$ cat src/hw/rtl/rei_pkg.sv
// ----------------------------------------------------------------------------
// rei_pkg: shared types and constants of the Rosenbrock integrand block
// Payload structs, fixed-point constants and the quarter-step power table.
// ----------------------------------------------------------------------------
package rei_pkg;

    localparam int NUM_COORDS = 10;
    localparam int MAX_DIMS_DEF = 10;
    localparam int TOTAL_W = 48;

    localparam logic [30:0] ONE_Q30 = 31'd1073741824;
    localparam logic [30:0] LOG2E_Q30 = 31'd1549082005;
    localparam logic [29:0] LN2_Q30 = 30'd744261118;
    localparam logic [28:0] SUM_CLAMP_Q24 = 29'd268435456;
    localparam logic [TOTAL_W-1:0] TOTAL_MAX = {TOTAL_W{1'b1}};

    // Reciprocals for exact division of operands below 2^29: x/5 = (x*R5) >> 31,
    // x/3 = (x*R3) >> 30.
    localparam logic [28:0] DIV5_RECIP = 29'd429496730;
    localparam logic [28:0] DIV3_RECIP = 29'd357913942;

    localparam logic [1:0] REG_DIMS = 2'd0;

    typedef struct packed {
        logic       clear_sum;
        logic signed [15:0] coord_9;
        logic signed [15:0] coord_8;
        logic signed [15:0] coord_7;
        logic signed [15:0] coord_6;
        logic signed [15:0] coord_5;
        logic signed [15:0] coord_4;
        logic signed [15:0] coord_3;
        logic signed [15:0] coord_2;
        logic signed [15:0] coord_1;
        logic signed [15:0] coord_0;
    } in_item_t;

    typedef struct packed {
        logic [TOTAL_W-1:0] running_total;
        logic [16:0]        integrand_value;
    } out_item_t;

    function automatic logic [30:0] quarter_pow(input logic [1:0] j);
        logic [30:0] v;
        begin
            case (j)
                2'd0: v = 31'd1073741824;
                2'd1: v = 31'd902905651;
                2'd2: v = 31'd759250125;
                2'd3: v = 31'd638450708;
                default: v = 31'd0;
            endcase
            return v;
        end
    endfunction

endpackage

$ cat src/hw/rtl/rei_lane.sv
// ----------------------------------------------------------------------------
// rei_lane: one Rosenbrock term
// Computes (1-a)^2 + 100*((b-a^2)^2 >> 30) in Q.30 over three stages.
// ----------------------------------------------------------------------------
module rei_lane
    import rei_pkg::*;
(
    input  logic               clk,
    input  logic               en,
    input  logic signed [15:0] a,
    input  logic signed [15:0] b,
    output logic [39:0]        term
);

    logic [32:0] t1_reg, t1_next, t1b_reg;
    logic [31:0] ad_reg, ad_next;
    logic [33:0] t2_reg, t2_next;
    logic [39:0] term_reg;
    logic signed [16:0] om;
    logic signed [32:0] d;
    logic [63:0] sq;

    always_comb
    begin
        om = 17'sd32768 - 17'(a);
        t1_next = 33'(34'(om * om));
        d = (33'(b) <<< 15) - 33'(a * a);
        ad_next = d[32] ? 32'(-d) : 32'(d);
        sq = 64'(ad_reg) * 64'(ad_reg);
        t2_next = sq[63:30];
    end

    always_ff @(posedge clk)
    begin
        if (en)
        begin
            t1_reg <= t1_next;
            ad_reg <= ad_next;
            t1b_reg <= t1_reg;
            t2_reg <= t2_next;
            term_reg <= 40'(t1b_reg) + 40'(t2_reg) * 40'd100;
        end
    end

    assign term = term_reg;

endmodule

$ cat config.mk
export PLATFORM = sky130hd
export DESIGN_NAME = rei_lane
export DESIGN_NICKNAME = d
export VERILOG_FILES = /design/src/hw/rtl/rei_pkg.sv /design/src/hw/rtl/rei_lane.sv
export SDC_FILE = /design/constraint.sdc
export NUM_CORES = 2
export LEC_CHECK = 0
export BUFFER_PORTS_ARGS = -buffer_cell sky130_fd_sc_hd__buf_2
export CELL_PAD_IN_SITES_DETAIL_PLACEMENT = 0
export CELL_PAD_IN_SITES_GLOBAL_PLACEMENT = 1
export CORE_MARGIN = 1
export CORE_UTILIZATION = 53
export DETAILED_ROUTE_END_ITERATION = 10
export GPL_TIMING_DRIVEN = 0
export PLACE_DENSITY = 0.8
export REMOVE_ABC_BUFFERS = 1
export SLEW_MARGIN = 40
export SYNTH_ARGS = -nofsm -noshare
export SYNTH_HDL_FRONTEND = slang
export SYNTH_SLANG_ARGS = --single-unit
$ cat constraint.sdc
create_clock -name clk -period 12.15 [get_ports clk]
set_input_delay 3.645 -clock clk [delete_from_list [all_inputs] [get_ports clk]]
set_output_delay 3.645 -clock clk [all_outputs]
set_load 0.01 [all_outputs]
==> results.py <==
metrics = {
    "setup_path": {
        "rrSetupSlack_ns": 2.36,
        "start_kind": "input port",
        "cp_data_required_time_ns": 12.37,
        "worstPathMaxFanout": 17,
        "worst-r2r-cell-count": 25,
        "cp-end-kind": "register",
        "critical_path_class": "in2reg",
        "r2r-end": "t2_reg[33]",
        "reg2reg_from": "ad_reg[16]",
        "cp_data_arrival_time_ns": 11.97,
    },
    "synthesis": {
        "synth_common_cells": "1913 x inv_1, 1353 x fa_1, 620 x ha_1",
        "yosysWarnings": 0,
        "synth_edf_count": 168,
        "synth.area.top_cells": "fa_1 45%, ha_1 13%, inv_1 12%",
        "ys.flop_type": "edfxtp_1",
        "synth_top_area_cell": "fa_1",
        "syn_area_sq_mm": 0.0596,
        "synth.most_common_cell": "inv_1",
        "synth_top_area_share_pct": 45.4,
        "avgSynthCellArea_sq_um": 9.56,
        "ys_types": 95,
        "ys_seq_area_share_pct": 8.46,
        "synth-async-reset-ratio_pct": 0,
        "ys_ff_latch": 168,
        "syn_inst": 6232,
    },
    "status": {
        "status": "completed",
    },
    "floorplan": {
        "core_area_sq_mm": 0.111,
        "start_util_pct": 53.6,
        "fp.dieArea_sq_mm": 0.114,
        "ios": 74,
        "die_h_microns": 337,
        "row_count": 122,
        "die_x_microns": 337,
    },
    "placement": {
        "numPortBuffers": 72,
        "dp_hpwl_mm": 122,
        "placed_area_sq_mm": 0.0624,
        "gp_congestion": 0.918,
        "dp.cells": 7724,
    },
    "final_layout": {
        "num_antenna_cells": 0,
        "nNetsFinal": 8265,
        "drive_above_1_share_pct": 4.54,
        "area_growth_pct": 5.95,
        "instances_no_fill": 7759,
        "finalCoreUtilization_pct": 56.8,
        "final_area_sq_mm": 0.0632,
        "largest_reg_flops": 39,
    },
    "min_path": {
        "whs_path_depth": 0,
        "whs_endpoint": "t1b_reg[7]",
        "hp-class": "reg2reg",
        "min_from": "t1_reg[7]",
    },
    "timing": {
        "finalSetupViolCount": 0,
        "finalCritPeriodShare_pct": 96.7,
        "report.final.slew_viol_count": 0,
        "slew_headroom_pct": 43.3,
        "min_period_ns": 11.75,
        "fmax_mhz": 85.1,
        "rsz0062_at_grt": "false",
        "skew_ns": 0.0306,
        "worst_pin_slew_ns": 0.848,
        "hold_viol": 0,
    },
    "job": {
        "maxCapViolCount": 0,
    },
    "routing": {
        "drt_pass1_iterations": 5,
        "ant_nets": 0,
        "initialDrtViolationCount": 2113,
        "wl_mm": 139,
        "vias_per_cell": 5.19,
        "wl_per_cell_microns": 17.9,
        "num_vias": 40300,
        "drc_errors": 0,
    },
    "cts": {
        "hold_buffers": 0,
        "root_buffer": "clkbuf_16",
        "cts_sinks": 168,
        "clk_latency_ns": 0.50,
        "clkTransAtPathRegs_ns": 0.08,
        "numCtsBuffers": 17,
        "htree_levels": 4,
        "cts.path.max_buffers": 2,
        "cts_tree": "built",
    },
    "global_route": {
        "grt_use_total_pct": 25.9,
        "grt_pass1_vias": 43800,
        "grt_max_degree": 82,
        "grt_pass1_wl_mm": 229,
        "grt_overflow_total": 0,
        "antenna_found_initial": 3,
    },
}
==> through the flow <==
stage                     worst slack (ns)  setup TNS, ns  hold slack, ns
after CTS                           0.0819              0           0.422
after global routing                0.0242              0           0.431
after floorplan                       1.51              0           0.400
final                                0.404              0           0.419
after global placement               -1.09          -9.79           0.402
after detailed placement             -1.06          -8.47           0.405
==> layer usage <==
metal  vias to the layer above  wire length, microns  global-route usage, %
li1                      18500                     -                      -
met1                     20500                 60500                   35.9
met2                      1052                 66100                   42.5
met3                       212                  8840                   4.43
met4                         2                  3750                   6.40
met5                         -                    13                      0
==> timing repair <==
action	in CTS	in global routing
pin swaps	0	1
setup endpoints to repair	9	4
resized for setup	3	6
buffers inserted	0	3
==> final cells by class <==
cell class	instances	area (sq um)
fillers	9996	48000
multi-input cells	3984	46800
inverters	1918	7210
flip-flops and latches	168	5040
well taps	1488	1860
repair buffers	169	1560
clock buffers	17	425
clock inverters	15	209
==> cell families (layout without fill, tap and decap cells) <==
kind of cell    after synthesis  after routing  synth area share (%)
other cells                   2             13                0.0126
flops                       168            168                  8.46
buf+inv                    2091           2119                  13.2
fa+ha+maj                  1973           1973                  58.5
simple gates               1198           1198                  9.83
mux                          10             10                 0.176
xor+xnor                    253            253                  3.72
compound gates              537            537                  6.11
==> worst max-delay path: stages <==
cell,delay (ns)
buf_2,0.26
inv_1,0.43
ha_2,0.44
nand2_1,0.16
nor3_2,0.51
xnor2_2,0.26
clkinv_2,0.31
nand2_1,0.21
fa_1,0.48
fa_1,0.55
inv_1,0.05
fa_1,0.49
fa_1,0.55
inv_1,0.05
fa_1,0.48
inv_1,0.05
fa_1,0.50
ha_1,0.39
inv_1,0.11
o21a_1,0.13
o31ai_1,0.10
o41ai_1,0.47
o21ai_1,0.25
a41oi_1,0.50
o21ai_1,0.13
a21oi_1,0.18
xnor2_1,0.27
==> how the worst max path moves through the flow <==
stage	end	depth (start not counted)	startpoint
after floorplan	t1_reg[32]	28	a[2]
after detailed placement	t1_reg[31]	27	a[0]
after global placement	t1_reg[31]	27	a[0]
after global routing	t1_reg[31]	27	a[1]
after CTS	t1_reg[31]	26	a[2]
final	t1_reg[31]	27	a[1]
==> layout by cell type (no fill, tap or decap), types with 18 or more instances in the layout <==
master and instances:
ha_1 619, o21bai_1 20, nor3_1 34, nand2b_1 24
o21ai_0 78, a211oi_1 22, and2_1 296, edfxtp_1 168
inv_1 1912, nor2_1 186, a21o_1 83, and3_1 20
a31oi_1 18, buf_8 21, buf_2 71, o21a_1 22
fa_1 1352, buf_6 72, a21oi_1 144, xnor2_1 154
nand3_1 36, xor2_1 88, nor2b_1 37, o31ai_1 18
nand2_1 472
Power is not shown: default switching activity piles up to over one toggle a cycle in this logic, so the estimate is an artifact.
